### config.mk
export PLATFORM = sky130hd
export DESIGN_NAME = date_time_normalizing_adder_core
export DESIGN_NICKNAME = d
export VERILOG_FILES = /design/src/dtna_pkg.sv /design/src/dtna_div.sv /design/src/dtna_datapath.sv /design/src/dtna_ctrl.sv /design/src/date_time_normalizing_adder_core.sv
export SDC_FILE = /design/constraint.sdc
export NUM_CORES = 2
export LEC_CHECK = 0
export BUFFER_PORTS_ARGS = -buffer_cell sky130_fd_sc_hd__buf_2
export CAP_MARGIN = 20
export CORE_UTILIZATION = 30
export DETAILED_ROUTE_END_ITERATION = 8
export PLACE_DENSITY_LB_ADDON = 0.2
export SLEW_MARGIN = 20
export SYNTH_ARGS = -nofsm -noshare
export SYNTH_HDL_FRONTEND = slang
export SYNTH_HIERARCHICAL = 1
export SYNTH_SLANG_ARGS = --single-unit
### constraint.sdc
create_clock -name clock -period 7 [get_ports clock]
set_input_delay 1.75 -clock clock [delete_from_list [all_inputs] [get_ports clock]]
set_output_delay 1.75 -clock clock [all_outputs]
set_load 0.02 [all_outputs]
### src/dtna_pkg.sv
`default_nettype none

package dtna_pkg;

   localparam logic [1:0] KIND_SET  = 2'd0;
   localparam logic [1:0] KIND_ADD  = 2'd1;
   localparam logic [1:0] KIND_SUB  = 2'd2;
   localparam logic [1:0] KIND_KEEP = 2'd3;

   localparam logic [8:0] DIVISOR_SEC  = 9'd60;
   localparam logic [8:0] DIVISOR_MIN  = 9'd60;
   localparam logic [8:0] DIVISOR_HOUR = 9'd24;
   localparam logic [8:0] DIVISOR_MON  = 9'd12;
   localparam logic [8:0] DIVISOR_YEAR = 9'd400;
   localparam logic [8:0] RES_LAST     = 9'd399;

   // divide one 16-bit digit per step; the reciprocal is exact below 400 * 2**16
   localparam int DIGIT_BITS  = 16;
   localparam int RECIP_SHIFT = 34;
   localparam logic [30:0] RECIP_SEC  = 31'(((longint'(1) << RECIP_SHIFT)
                                            + longint'(DIVISOR_SEC) - 1)
                                           / longint'(DIVISOR_SEC));
   localparam logic [30:0] RECIP_HOUR = 31'(((longint'(1) << RECIP_SHIFT)
                                            + longint'(DIVISOR_HOUR) - 1)
                                           / longint'(DIVISOR_HOUR));
   localparam logic [30:0] RECIP_MON  = 31'(((longint'(1) << RECIP_SHIFT)
                                            + longint'(DIVISOR_MON) - 1)
                                           / longint'(DIVISOR_MON));
   localparam logic [30:0] RECIP_YEAR = 31'(((longint'(1) << RECIP_SHIFT)
                                            + longint'(DIVISOR_YEAR) - 1)
                                           / longint'(DIVISOR_YEAR));

   localparam logic [9:0] DAYS_COMMON = 10'd365;
   localparam logic [9:0] DAYS_LEAP   = 10'd366;

   localparam logic [15:0] RESET_YEAR = 16'd2000;

   typedef enum logic [2:0] {
      SEL_SEC  = 3'd0,
      SEL_MIN  = 3'd1,
      SEL_HOUR = 3'd2,
      SEL_MON  = 3'd3,
      SEL_YEAR = 3'd4
   } sel_type;

   typedef struct packed {
      logic    load;
      logic    div_start;
      logic    div_apply;
      sel_type sel;
      logic    walk;
      logic    commit;
   } cmd_type;

   typedef struct packed {
      logic div_busy;
      logic div_done;
      logic walk_done;
   } status_type;

   function automatic logic [4:0] month_len(input logic [3:0] m, input logic leap);
      logic [4:0] len;
      case (m)
         4'd1:    len = leap ? 5'd29 : 5'd28;
         4'd3:    len = 5'd30;
         4'd5:    len = 5'd30;
         4'd8:    len = 5'd30;
         4'd10:   len = 5'd30;
         default: len = 5'd31;
      endcase
      return len;
   endfunction

   function automatic logic [8:0] days_before(input logic [3:0] m, input logic leap);
      logic [8:0] sum;
      case (m)
         4'd0:    sum = 9'd0;
         4'd1:    sum = 9'd31;
         4'd2:    sum = 9'd59;
         4'd3:    sum = 9'd90;
         4'd4:    sum = 9'd120;
         4'd5:    sum = 9'd151;
         4'd6:    sum = 9'd181;
         4'd7:    sum = 9'd212;
         4'd8:    sum = 9'd243;
         4'd9:    sum = 9'd273;
         4'd10:   sum = 9'd304;
         default: sum = 9'd334;
      endcase
      if (m > 4'd1 && leap) begin
         sum = sum + 9'd1;
      end
      return sum;
   endfunction

   // low2 is the year modulo 4, res the year modulo 400
   function automatic logic is_leap(input logic [1:0] low2, input logic [8:0] res);
      return (low2 == 2'd0) && (res != 9'd100) && (res != 9'd200) && (res != 9'd300);
   endfunction

endpackage

`default_nettype wire

### src/dtna_div.sv
`default_nettype none

module dtna_div #(
   parameter int W = 19
) (
   input  wire logic                clock,
   input  wire logic                reset,
   input  wire logic                start,
   input  wire logic signed [W-1:0] dividend,
   input  wire logic        [8:0]   divisor,
   output logic                     busy,
   output logic                     done,
   output logic signed      [W-1:0] quot,
   output logic             [8:0]   rem
);

   import dtna_pkg::*;

   localparam int ND  = (W - 1 + DIGIT_BITS - 1) / DIGIT_BITS;
   localparam int PW  = ND * DIGIT_BITS;
   localparam int CW  = (ND > 1) ? $clog2(ND) : 1;
   localparam int VW  = 9 + DIGIT_BITS;
   localparam int PRW = VW + 31;

   logic              busy_ff, busy_in;
   logic              done_ff, done_in;
   logic              phase_ff, phase_in;
   logic [CW-1:0]     cnt_ff, cnt_in;
   logic [PW-1:0]     mag_ff, mag_in;
   logic [8:0]        rem_ff, rem_in;
   logic [8:0]        div_ff, div_in;
   logic [30:0]       recip_ff, recip_in;
   logic [DIGIT_BITS-1:0] qd_ff, qd_in;
   logic              neg_ff, neg_in;
   logic [VW-1:0]     val_w, back_w;
   logic [PRW-1:0]    prod;
   logic [W-1:0]      neg_dividend;
   logic signed [W-1:0] q_mag;

   always_comb begin
      busy_in      = busy_ff;
      done_in      = 1'b0;
      phase_in     = phase_ff;
      cnt_in       = cnt_ff;
      mag_in       = mag_ff;
      rem_in       = rem_ff;
      div_in       = div_ff;
      recip_in     = recip_ff;
      qd_in        = qd_ff;
      neg_in       = neg_ff;
      neg_dividend = -dividend;
      // partial remainder followed by the next digit, MSB digit first
      val_w        = {rem_ff, mag_ff[PW-1 -: DIGIT_BITS]};
      prod         = PRW'(val_w) * PRW'(recip_ff);
      back_w       = VW'(qd_ff) * VW'(div_ff);
      if (start) begin
         busy_in  = 1'b1;
         phase_in = 1'b0;
         neg_in   = dividend[W-1];
         mag_in   = PW'(dividend[W-1] ? neg_dividend[W-2:0] : dividend[W-2:0]);
         rem_in   = '0;
         div_in   = divisor;
         cnt_in   = CW'(ND - 1);
         case (divisor)
            DIVISOR_HOUR: recip_in = RECIP_HOUR;
            DIVISOR_MON:  recip_in = RECIP_MON;
            DIVISOR_YEAR: recip_in = RECIP_YEAR;
            default:      recip_in = RECIP_SEC;
         endcase
      end else if (busy_ff) begin
         if (!phase_ff) begin
            qd_in    = prod[RECIP_SHIFT +: DIGIT_BITS];
            phase_in = 1'b1;
         end else begin
            rem_in   = 9'(val_w - back_w);
            mag_in   = (mag_ff << DIGIT_BITS) | PW'(qd_ff);
            phase_in = 1'b0;
            cnt_in   = cnt_ff - CW'(1);
            if (cnt_ff == '0) begin
               busy_in = 1'b0;
               done_in = 1'b1;
            end
         end
      end
   end

   always_ff @(posedge clock) begin
      if (reset) begin
         busy_ff <= 1'b0;
         done_ff <= 1'b0;
      end else begin
         busy_ff <= busy_in;
         done_ff <= done_in;
      end
      phase_ff <= phase_in;
      cnt_ff   <= cnt_in;
      mag_ff   <= mag_in;
      rem_ff   <= rem_in;
      div_ff   <= div_in;
      recip_ff <= recip_in;
      qd_ff    <= qd_in;
      neg_ff   <= neg_in;
   end

   // turn the truncated magnitude result into floor division
   always_comb begin
      q_mag = $signed({1'b0, mag_ff[W-2:0]});
      if (neg_ff && rem_ff != '0) begin
         quot = -q_mag - W'(1);
         rem  = div_ff - rem_ff;
      end else if (neg_ff) begin
         quot = -q_mag;
         rem  = '0;
      end else begin
         quot = q_mag;
         rem  = rem_ff;
      end
   end

   assign busy = busy_ff;
   assign done = done_ff;

endmodule

`default_nettype wire

### src/dtna_datapath.sv
`default_nettype none

module dtna_datapath #(
   parameter int YEAR_BITS = 16,
   parameter int ARG_BITS  = 16
) (
   input  wire logic                         clock,
   input  wire logic                         reset,
   input  wire dtna_pkg::cmd_type            cmd,
   output dtna_pkg::status_type              status,
   input  wire logic        [1:0]            kind,
   input  wire logic signed [ARG_BITS-1:0]   arg_year,
   input  wire logic        [ARG_BITS-1:0]   arg_month,
   input  wire logic        [ARG_BITS-1:0]   arg_day,
   input  wire logic        [ARG_BITS-1:0]   arg_hour,
   input  wire logic        [ARG_BITS-1:0]   arg_minute,
   input  wire logic        [ARG_BITS-1:0]   arg_second,
   output logic signed      [YEAR_BITS-1:0]  out_year,
   output logic             [3:0]            out_month,
   output logic             [4:0]            out_day,
   output logic             [4:0]            out_hour,
   output logic             [5:0]            out_minute,
   output logic             [5:0]            out_second,
   output logic             [8:0]            day_of_year,
   output logic                              leap_year,
   output logic                              year_wrapped
);

   import dtna_pkg::*;

   localparam int W = ((YEAR_BITS > ARG_BITS) ? YEAR_BITS : ARG_BITS) + 3;
   localparam longint YMinL = -(longint'(1) <<< (YEAR_BITS - 1));
   localparam int ResMin = int'(((YMinL % 400) + 400) % 400);
   localparam int ResMax = int'((((-YMinL - 1) % 400) + 400) % 400);
   localparam logic [YEAR_BITS-1:0] YMin = {1'b1, {(YEAR_BITS-1){1'b0}}};
   localparam logic [YEAR_BITS-1:0] YMax = {1'b0, {(YEAR_BITS-1){1'b1}}};

   logic signed [YEAR_BITS-1:0] y_ff, y_in;
   logic signed [W-1:0]         mo_ff, mo_in, d_ff, d_in, h_ff, h_in;
   logic signed [W-1:0]         mi_ff, mi_in, s_ff, s_in;
   logic [8:0]                  res_ff, res_in;
   logic                        wrap_ff, wrap_in;

   logic signed [YEAR_BITS-1:0] cur_year_ff, cur_year_in;
   logic [3:0]                  cur_mo_ff, cur_mo_in;
   logic [4:0]                  cur_d_ff, cur_d_in, cur_h_ff, cur_h_in;
   logic [5:0]                  cur_mi_ff, cur_mi_in, cur_s_ff, cur_s_in;
   logic [8:0]                  cur_res_ff, cur_res_in;

   logic signed [YEAR_BITS-1:0] oy_ff, oy_in;
   logic [3:0]                  omo_ff, omo_in;
   logic [4:0]                  od_ff, od_in, oh_ff, oh_in;
   logic [5:0]                  omi_ff, omi_in, os_ff, os_in;
   logic [8:0]                  odoy_ff, odoy_in;
   logic                        oleap_ff, oleap_in, owrap_ff, owrap_in;

   logic signed [W-1:0] ay_w, amo_w, ad_w, ah_w, ami_w, as_w;
   logic signed [W-1:0] cy_w, cmo_w, cd_w, ch_w, cmi_w, cs_w;
   logic signed [W-1:0] y_sum, y_w, q_sum, div_op, quot;
   logic [8:0]          divisor, rem;
   logic                div_busy, div_done;
   logic [YEAR_BITS-1:0] y_low;

   logic [3:0]          mo4;
   logic                leap_cur, leap_prev, d_neg;
   logic [YEAR_BITS-1:0] py, ny;
   logic [8:0]          res_prev, res_next;
   logic [9:0]          len_cur, len_prev;
   logic signed [W-1:0] len_cur_w, len_prev_w, dim_cur_w, dim_back_w;
   logic                year_up, fits;

   assign ay_w  = W'(arg_year);
   assign amo_w = $signed(W'(arg_month));
   assign ad_w  = $signed(W'(arg_day));
   assign ah_w  = $signed(W'(arg_hour));
   assign ami_w = $signed(W'(arg_minute));
   assign as_w  = $signed(W'(arg_second));
   assign cy_w  = W'(cur_year_ff);
   assign cmo_w = $signed(W'(cur_mo_ff));
   assign cd_w  = $signed(W'(cur_d_ff));
   assign ch_w  = $signed(W'(cur_h_ff));
   assign cmi_w = $signed(W'(cur_mi_ff));
   assign cs_w  = $signed(W'(cur_s_ff));
   assign y_w   = W'(y_ff);

   always_comb begin
      case (cmd.sel)
         SEL_SEC: begin
            div_op = s_ff;
            divisor = DIVISOR_SEC;
         end
         SEL_MIN: begin
            div_op = mi_ff;
            divisor = DIVISOR_MIN;
         end
         SEL_HOUR: begin
            div_op = h_ff;
            divisor = DIVISOR_HOUR;
         end
         SEL_MON: begin
            div_op = mo_ff;
            divisor = DIVISOR_MON;
         end
         default: begin
            div_op = y_w;
            divisor = DIVISOR_YEAR;
         end
      endcase
   end

   dtna_div #(.W(W)) u_div (
      .clock    (clock),
      .reset    (reset),
      .start    (cmd.div_start),
      .dividend (div_op),
      .divisor  (divisor),
      .busy     (div_busy),
      .done     (div_done),
      .quot     (quot),
      .rem      (rem)
   );

   // calendar walk terms
   always_comb begin
      mo4       = mo_ff[3:0];
      d_neg     = d_ff[W-1];
      leap_cur  = is_leap(y_ff[1:0], res_ff);
      py        = y_ff - YEAR_BITS'(1);
      ny        = y_ff + YEAR_BITS'(1);
      if (y_ff == YMin) begin
         res_prev = 9'(ResMax);
      end else if (res_ff == '0) begin
         res_prev = RES_LAST;
      end else begin
         res_prev = res_ff - 9'd1;
      end
      if (y_ff == YMax) begin
         res_next = 9'(ResMin);
      end else if (res_ff == RES_LAST) begin
         res_next = '0;
      end else begin
         res_next = res_ff + 9'd1;
      end
      leap_prev  = is_leap(py[1:0], res_prev);
      len_cur    = leap_cur ? DAYS_LEAP : DAYS_COMMON;
      len_prev   = leap_prev ? DAYS_LEAP : DAYS_COMMON;
      len_cur_w  = $signed(W'(len_cur));
      len_prev_w = $signed(W'(len_prev));
      dim_cur_w  = $signed(W'(month_len(mo4, leap_cur)));
      dim_back_w = $signed(W'(month_len(mo4 - 4'd1, leap_cur)));
      year_up    = (mo4 == 4'd0) && (d_ff >= len_cur_w);
      fits       = d_ff < dim_cur_w;
   end

   assign status.div_busy  = div_busy;
   assign status.div_done  = div_done;
   assign status.walk_done = !d_neg && !year_up && fits;

   always_comb begin
      y_in   = y_ff;
      mo_in  = mo_ff;
      d_in   = d_ff;
      h_in   = h_ff;
      mi_in  = mi_ff;
      s_in   = s_ff;
      res_in = res_ff;
      wrap_in = wrap_ff;
      y_sum  = '0;
      q_sum  = y_w + quot;
      y_low  = '0;
      if (cmd.load) begin
         case (kind)
            KIND_SET: begin
               y_sum = ay_w;
               mo_in = amo_w;
               d_in  = ad_w;
               h_in  = ah_w;
               mi_in = ami_w;
               s_in  = as_w;
            end
            KIND_ADD: begin
               y_sum = cy_w + ay_w;
               mo_in = cmo_w + amo_w;
               d_in  = cd_w + ad_w;
               h_in  = ch_w + ah_w;
               mi_in = cmi_w + ami_w;
               s_in  = cs_w + as_w;
            end
            KIND_SUB: begin
               y_sum = cy_w - ay_w;
               mo_in = cmo_w - amo_w;
               d_in  = cd_w - ad_w;
               h_in  = ch_w - ah_w;
               mi_in = cmi_w - ami_w;
               s_in  = cs_w - as_w;
            end
            default: begin
               y_sum = cy_w;
               mo_in = cmo_w;
               d_in  = cd_w;
               h_in  = ch_w;
               mi_in = cmi_w;
               s_in  = cs_w;
            end
         endcase
         y_low   = y_sum[YEAR_BITS-1:0];
         y_in    = $signed(y_low);
         wrap_in = W'($signed(y_low)) != y_sum;
         res_in  = cur_res_ff;
      end else if (cmd.div_apply) begin
         case (cmd.sel)
            SEL_SEC: begin
               s_in  = $signed(W'(rem));
               mi_in = mi_ff + quot;
            end
            SEL_MIN: begin
               mi_in = $signed(W'(rem));
               h_in  = h_ff + quot;
            end
            SEL_HOUR: begin
               h_in = $signed(W'(rem));
               d_in = d_ff + quot;
            end
            SEL_MON: begin
               mo_in = $signed(W'(rem));
               y_low = q_sum[YEAR_BITS-1:0];
               y_in  = $signed(y_low);
               if (W'($signed(y_low)) != q_sum) begin
                  wrap_in = 1'b1;
               end
            end
            default: begin
               res_in = rem;
            end
         endcase
      end else if (cmd.walk) begin
         if (d_neg) begin
            if (mo4 == 4'd0) begin
               // step back over a whole year, or into December
               y_in   = $signed(py);
               res_in = res_prev;
               if (y_ff == YMin) begin
                  wrap_in = 1'b1;
               end
               if (d_ff + len_prev_w <= $signed(W'(0))) begin
                  d_in = d_ff + len_prev_w;
               end else begin
                  mo_in = $signed(W'(4'd11));
                  d_in  = d_ff + $signed(W'(5'd31));
               end
            end else begin
               mo_in = mo_ff - $signed(W'(1));
               d_in  = d_ff + dim_back_w;
            end
         end else if (year_up) begin
            d_in   = d_ff - len_cur_w;
            y_in   = $signed(ny);
            res_in = res_next;
            if (y_ff == YMax) begin
               wrap_in = 1'b1;
            end
         end else if (!fits) begin
            d_in = d_ff - dim_cur_w;
            if (mo4 == 4'd11) begin
               mo_in  = '0;
               y_in   = $signed(ny);
               res_in = res_next;
               if (y_ff == YMax) begin
                  wrap_in = 1'b1;
               end
            end else begin
               mo_in = mo_ff + $signed(W'(1));
            end
         end
      end
   end

   always_comb begin
      cur_year_in = cur_year_ff;
      cur_mo_in   = cur_mo_ff;
      cur_d_in    = cur_d_ff;
      cur_h_in    = cur_h_ff;
      cur_mi_in   = cur_mi_ff;
      cur_s_in    = cur_s_ff;
      cur_res_in  = cur_res_ff;
      oy_in       = oy_ff;
      omo_in      = omo_ff;
      od_in       = od_ff;
      oh_in       = oh_ff;
      omi_in      = omi_ff;
      os_in       = os_ff;
      odoy_in     = odoy_ff;
      oleap_in    = oleap_ff;
      owrap_in    = owrap_ff;
      if (cmd.commit) begin
         cur_year_in = y_ff;
         cur_mo_in   = mo4;
         cur_d_in    = d_ff[4:0];
         cur_h_in    = h_ff[4:0];
         cur_mi_in   = mi_ff[5:0];
         cur_s_in    = s_ff[5:0];
         cur_res_in  = res_ff;
         oy_in       = y_ff;
         omo_in      = mo4;
         od_in       = d_ff[4:0];
         oh_in       = h_ff[4:0];
         omi_in      = mi_ff[5:0];
         os_in       = s_ff[5:0];
         odoy_in     = days_before(mo4, leap_cur) + 9'(d_ff[4:0]);
         oleap_in    = leap_cur;
         owrap_in    = wrap_ff;
      end
   end

   always_ff @(posedge clock) begin
      if (reset) begin
         cur_year_ff <= YEAR_BITS'(RESET_YEAR);
         cur_mo_ff   <= '0;
         cur_d_ff    <= '0;
         cur_h_ff    <= '0;
         cur_mi_ff   <= '0;
         cur_s_ff    <= '0;
         cur_res_ff  <= '0;
      end else begin
         cur_year_ff <= cur_year_in;
         cur_mo_ff   <= cur_mo_in;
         cur_d_ff    <= cur_d_in;
         cur_h_ff    <= cur_h_in;
         cur_mi_ff   <= cur_mi_in;
         cur_s_ff    <= cur_s_in;
         cur_res_ff  <= cur_res_in;
      end
      y_ff     <= y_in;
      mo_ff    <= mo_in;
      d_ff     <= d_in;
      h_ff     <= h_in;
      mi_ff    <= mi_in;
      s_ff     <= s_in;
      res_ff   <= res_in;
      wrap_ff  <= wrap_in;
      oy_ff    <= oy_in;
      omo_ff   <= omo_in;
      od_ff    <= od_in;
      oh_ff    <= oh_in;
      omi_ff   <= omi_in;
      os_ff    <= os_in;
      odoy_ff  <= odoy_in;
      oleap_ff <= oleap_in;
      owrap_ff <= owrap_in;
   end

   assign out_year     = oy_ff;
   assign out_month    = omo_ff;
   assign out_day      = od_ff;
   assign out_hour     = oh_ff;
   assign out_minute   = omi_ff;
   assign out_second   = os_ff;
   assign day_of_year  = odoy_ff;
   assign leap_year    = oleap_ff;
   assign year_wrapped = owrap_ff;

endmodule

`default_nettype wire

### src/dtna_ctrl.sv
`default_nettype none

module dtna_ctrl (
   input  wire logic                 clock,
   input  wire logic                 reset,
   input  wire logic                 req_tvalid,
   output logic                      req_tready,
   input  wire logic [1:0]           req_kind,
   output logic                      rsp_tvalid,
   input  wire logic                 rsp_tready,
   output dtna_pkg::cmd_type         cmd,
   input  wire dtna_pkg::status_type status
);

   import dtna_pkg::*;

   typedef enum logic [7:0] {
      ST_IDLE = 8'b0000_0001,
      ST_SEC  = 8'b0000_0010,
      ST_MIN  = 8'b0000_0100,
      ST_HOUR = 8'b0000_1000,
      ST_MON  = 8'b0001_0000,
      ST_YEAR = 8'b0010_0000,
      ST_WALK = 8'b0100_0000,
      ST_DONE = 8'b1000_0000
   } state_type;

   state_type state_ff, state_in;
   logic      started_ff, started_in;
   logic      rsp_valid_ff, rsp_valid_in;
   logic      accept;

   assign req_tready = (state_ff == ST_IDLE);
   assign accept     = req_tvalid && req_tready;

   always_comb begin
      state_in      = state_ff;
      started_in    = started_ff;
      cmd.load      = 1'b0;
      cmd.div_start = 1'b0;
      cmd.div_apply = 1'b0;
      cmd.sel       = SEL_YEAR;
      cmd.walk      = 1'b0;
      cmd.commit    = 1'b0;
      case (state_ff)
         ST_IDLE: begin
            if (accept) begin
               cmd.load = 1'b1;
               state_in = (req_kind == KIND_KEEP) ? ST_DONE : ST_SEC;
            end
         end
         ST_SEC, ST_MIN, ST_HOUR, ST_MON, ST_YEAR: begin
            case (state_ff)
               ST_SEC:  cmd.sel = SEL_SEC;
               ST_MIN:  cmd.sel = SEL_MIN;
               ST_HOUR: cmd.sel = SEL_HOUR;
               ST_MON:  cmd.sel = SEL_MON;
               default: cmd.sel = SEL_YEAR;
            endcase
            if (!started_ff) begin
               cmd.div_start = 1'b1;
               started_in    = 1'b1;
            end else if (status.div_done) begin
               cmd.div_apply = 1'b1;
               started_in    = 1'b0;
               case (state_ff)
                  ST_SEC:  state_in = ST_MIN;
                  ST_MIN:  state_in = ST_HOUR;
                  ST_HOUR: state_in = ST_MON;
                  ST_MON:  state_in = ST_YEAR;
                  default: state_in = ST_WALK;
               endcase
            end
         end
         ST_WALK: begin
            cmd.walk = 1'b1;
            if (status.walk_done) begin
               state_in = ST_DONE;
            end
         end
         ST_DONE: begin
            // hold until the result register is free
            if (!rsp_valid_ff || rsp_tready) begin
               cmd.commit = 1'b1;
               state_in   = ST_IDLE;
            end
         end
         default: begin
            state_in = ST_IDLE;
         end
      endcase
   end

   always_comb begin
      rsp_valid_in = rsp_valid_ff;
      if (cmd.commit) begin
         rsp_valid_in = 1'b1;
      end else if (rsp_tready) begin
         rsp_valid_in = 1'b0;
      end
   end

   always_ff @(posedge clock) begin
      if (reset) begin
         state_ff     <= ST_IDLE;
         started_ff   <= 1'b0;
         rsp_valid_ff <= 1'b0;
      end else begin
         state_ff     <= state_in;
         started_ff   <= started_in;
         rsp_valid_ff <= rsp_valid_in;
      end
   end

   assign rsp_tvalid = rsp_valid_ff;

   a_walk_exit: assert property (@(posedge clock) disable iff (reset)
      (state_ff == ST_WALK && status.walk_done) |=> (state_ff == ST_DONE))
      else $error("walk finished but controller did not move to done");

   a_start_idle_div: assert property (@(posedge clock) disable iff (reset)
      cmd.div_start |-> !status.div_busy)
      else $error("divider started while busy");

   a_accept_leaves_idle: assert property (@(posedge clock) disable iff (reset)
      accept |=> (state_ff != ST_IDLE))
      else $error("request accepted but controller stayed idle");

endmodule

`default_nettype wire

### src/date_time_normalizing_adder_core.sv
`default_nettype none
// Channel  Ports   Direction  Payload
// request  req_*   in         tuser: kind; tdata: arg_year..arg_second
// result   rsp_*   out        tdata: out_year..year_wrapped
//
// One request at a time. The divider takes D = ceil((W-1)/16) digits of 16 bits,
// W = max(YEAR_BITS, ARG_BITS) + 3; the four carries and the year mod 400 share one
// divider that, per 16-bit digit, first estimates the quotient digit by reciprocal
// multiplication and then forms the remainder. The day walk moves one month or one
// whole year per cycle. A keep request (kind 3) skips the divider and the walk.
// Reset is synchronous; the date returns to 2000-01-01 00:00:00. A stalled result
// holds in its register while a new request is taken.

module date_time_normalizing_adder_core #(
   parameter int YEAR_BITS = 16,
   parameter int ARG_BITS  = 16
) (
   input  wire logic                  clock,
   input  wire logic                  reset,
   input  wire logic                  req_tvalid,
   output logic                       req_tready,
   // arg_year, arg_month, arg_day, arg_hour, arg_minute, arg_second
   input  wire logic [((6*ARG_BITS+7)/8)*8-1:0] req_tdata,
   // kind
   input  wire logic [1:0]            req_tuser,
   output logic                       rsp_tvalid,
   input  wire logic                  rsp_tready,
   // out_year, out_month, out_day, out_hour, out_minute, out_second,
   // day_of_year, leap_year, year_wrapped
   output logic [((YEAR_BITS+37+7)/8)*8-1:0] rsp_tdata
);

   import dtna_pkg::*;

   localparam int A = ARG_BITS;
   localparam int OutBits = ((YEAR_BITS + 37 + 7) / 8) * 8;

   cmd_type    cmd;
   status_type status;

   logic signed [YEAR_BITS-1:0] out_year;
   logic [3:0]                  out_month;
   logic [4:0]                  out_day, out_hour;
   logic [5:0]                  out_minute, out_second;
   logic [8:0]                  day_of_year;
   logic                        leap_year, year_wrapped;

   dtna_ctrl u_ctrl (
      .clock      (clock),
      .reset      (reset),
      .req_tvalid (req_tvalid),
      .req_tready (req_tready),
      .req_kind   (req_tuser),
      .rsp_tvalid (rsp_tvalid),
      .rsp_tready (rsp_tready),
      .cmd        (cmd),
      .status     (status)
   );

   dtna_datapath #(
      .YEAR_BITS (YEAR_BITS),
      .ARG_BITS  (ARG_BITS)
   ) u_datapath (
      .clock        (clock),
      .reset        (reset),
      .cmd          (cmd),
      .status       (status),
      .kind         (req_tuser),
      .arg_year     ($signed(req_tdata[A-1:0])),
      .arg_month    (req_tdata[2*A-1:A]),
      .arg_day      (req_tdata[3*A-1:2*A]),
      .arg_hour     (req_tdata[4*A-1:3*A]),
      .arg_minute   (req_tdata[5*A-1:4*A]),
      .arg_second   (req_tdata[6*A-1:5*A]),
      .out_year     (out_year),
      .out_month    (out_month),
      .out_day      (out_day),
      .out_hour     (out_hour),
      .out_minute   (out_minute),
      .out_second   (out_second),
      .day_of_year  (day_of_year),
      .leap_year    (leap_year),
      .year_wrapped (year_wrapped)
   );

   assign rsp_tdata = OutBits'({year_wrapped, leap_year, day_of_year, out_second,
                                out_minute, out_hour, out_day, out_month, out_year});

endmodule

`default_nettype wire

==> metrics.cfg <==
[status]
status = finished with violations
violations = negative setup slack

[flow_run]
max-cap-violations = 0

[global_route]
grt_start_max_net_pins = 89
grt_pass1_vias = 42400
grt_remaining_overflow = 0
grt_usage_pct = 22.4
grt_pass1_wl_um = 281000
antenna_found_initial = 12

[timing]
finalSetupViolCount = 3
setup_slack_ns = -0.0129
hold_violations = 0
worst_slew_pin_slew_ns = 1.22
max_slew_margin_pct = 17.4
drv_slew = 0
fin_crit_sh_pct = 100
rsz0062_at_grt = true
post-route-min-period_ns = 7.01
fmax_ghz = 0.143
worst_clock_skew_ns = 0.0402

[critical_path]
slowest_stage = fa_2
cp_max_fo = 6
crit_cells = 26
crit_buf_inv = 9
worstSetupStartpointType = flip-flop
critPathMostFrequentCell = fa_1
endpoint_kind = flip-flop
rr_worst_depth = 26
crit_family = adder cells
cp.required_ns = 7.31
slowest_delay_ns = 0.61
path_class = flip-flop to flip-flop
cp.arrival_ns = 7.32

[hold_path]
hold_class = flip-flop to flip-flop
hold_depth = 2

[floorplanning]
die_w_um = 407
fp.dieArea_mm2 = 0.166
rows = 148
fp.coreArea_mm2 = 0.163
initial_core_util_pct = 30.2
die_y_um = 407
ios = 160

[clock_network]
clk-insertion-delay-late_ns = 0.60
path_clk_slew_ns = 0.06
cts_tree = done
cts_buffers = 41
ctsRootBufferMaster = clkbuf_16
clock_sinks = 321
clk_path_buf_depth = 3
cts_max_level = 2

[detailed_routing]
ant_nets = 0
firstDrtPassIters = 9
drtIter0Drc = 3377
routed_wl_um = 190000
wl_per_cell_um = 23.4
viasPerCell = 5.18
vias = 42000
drc_errors = 0

[place]
io_buffers = 156
place_hpwl_um = 156000
gp_congestion = 0.950
dpl.cell_count = 7999

[finish]
final_common_cell = inv_1
fin_nets = 6990
area_growth_pct = 16.8
drive_gt1_share_pct = 15.5
final_cell_count_no_fill = 8102
mostFrequentLayoutCells = inv_1 (905), fa_1 (602), buf_4 (432), nand2_1 (390), ha_1 (351)

[synth]
synth_area_mm2 = 0.0493
syn_inst = 5473
avgSynthCellArea_um2 = 9.00
ys_warn_count = 6

[per-stage QoR]
step | worst slack [ns] | hold slack [ns] | area, um^2 | utilization [%] | TNS, ns
3_5_place_dp | -0.560 | 0.479 | 55300 | 33.9 | -5.02
6_report | -0.0129 | 0.499 | 57500 | 35.3 | -0.0299
4_1_cts | 0.00304 | 0.502 | 56800 | 34.9 | 0
3_3_place_gp | -0.503 | 0.477 | 55300 | 33.9 | -3.99
2_1_floorplan | 0.110 | 0.424 | 49300 | - | 0
5_1_grt | -0.201 | 0.531 | 57500 | 35.3 | -1.50
[layout make-up]
class	instances	area (um^2)
antenna	3	7.51
clock buffer	57	1170
clock inverter	17	213
fill	17000	105000
inverter	930	3500
multi-input combinational	3981	36600
sequential	321	8810
tap	2175	2720
timing repair buffer	618	4520
[repair_timing]
item / CTS / global route
setup buffers: 7 / 18
pin swaps: 13 / 76
setup endpoints to repair: 16 / 16
cloned: 0 / 1
hold buffers: 0 / 0
resized for setup: 27 / 152
[state kept, by name, indices dropped and copies added, names as in the netlist, 16 cells and up, named ones only]
signal and count:
u_datapath/d_ff 19, u_datapath/y_ff 16, u_datapath/u_div/qd_ff 16, u_datapath/h_ff 19, u_datapath/out_year 16, u_datapath/mo_ff 19, u_datapath/mi_ff 19, u_datapath/s_ff 18
u_datapath/u_div/mag_ff 32, u_datapath/cur_year_ff 16
[worst paths after layout]
path / slack, ns / endpoint / startpoint
max reg2reg: -0.01 / u_datapath/u_div/qd_ff[15]$_DFFE_PP_ / u_datapath/u_div/recip_ff[28]$_SDFFCE_PN1P_
min reg2reg: 0.50 / u_datapath/cur_res_ff[0]$_SDFFE_PP0P_ / u_datapath/cur_res_ff[0]$_SDFFE_PP0P_
min: 0.50 / u_datapath/cur_res_ff[0]$_SDFFE_PP0P_ / u_datapath/cur_res_ff[0]$_SDFFE_PP0P_
max: -0.01 / u_datapath/u_div/qd_ff[15]$_DFFE_PP_ / u_datapath/u_div/recip_ff[28]$_SDFFCE_PN1P_
[worst reg2reg max path, cell delays in order (launching register included)]
cell and delay, ns:
edfxtp_1 0.41, buf_12 0.17, clkbuf_4 0.18, nand2_2 0.09, inv_1 0.08, fa_1 0.53, fa_2 0.61, inv_2 0.06
fa_2 0.47, fa_1 0.53, inv_1 0.07, fa_1 0.49, fa_1 0.49, inv_1 0.05, fa_1 0.47, inv_1 0.06
ha_4 0.27, nand4_1 0.12, nor2_2 0.18, nand2_2 0.10, a2111oi_4 0.39, buf_4 0.23, o211ai_1 0.11, buf_4 0.18
a21oi_4 0.17, or2_4 0.15, o211ai_1 0.07
[per-layer routing]
layer | track usage [%] | routed length, um | share of wire [%] | vias up
li1 | - | - | - | 19300
met1 | 30.6 | 84000 | 44 | 21100
met2 | 37.6 | 89900 | 47 | 1352
met3 | 2.38 | 9940 | 5.2 | 227
met4 | 5.97 | 5880 | 3.1 | 16
met5 | 0 | 108 | 0.057 | -
Power is not shown: default switching activity piles up to over one toggle a cycle in this logic, so the estimate is an artifact.
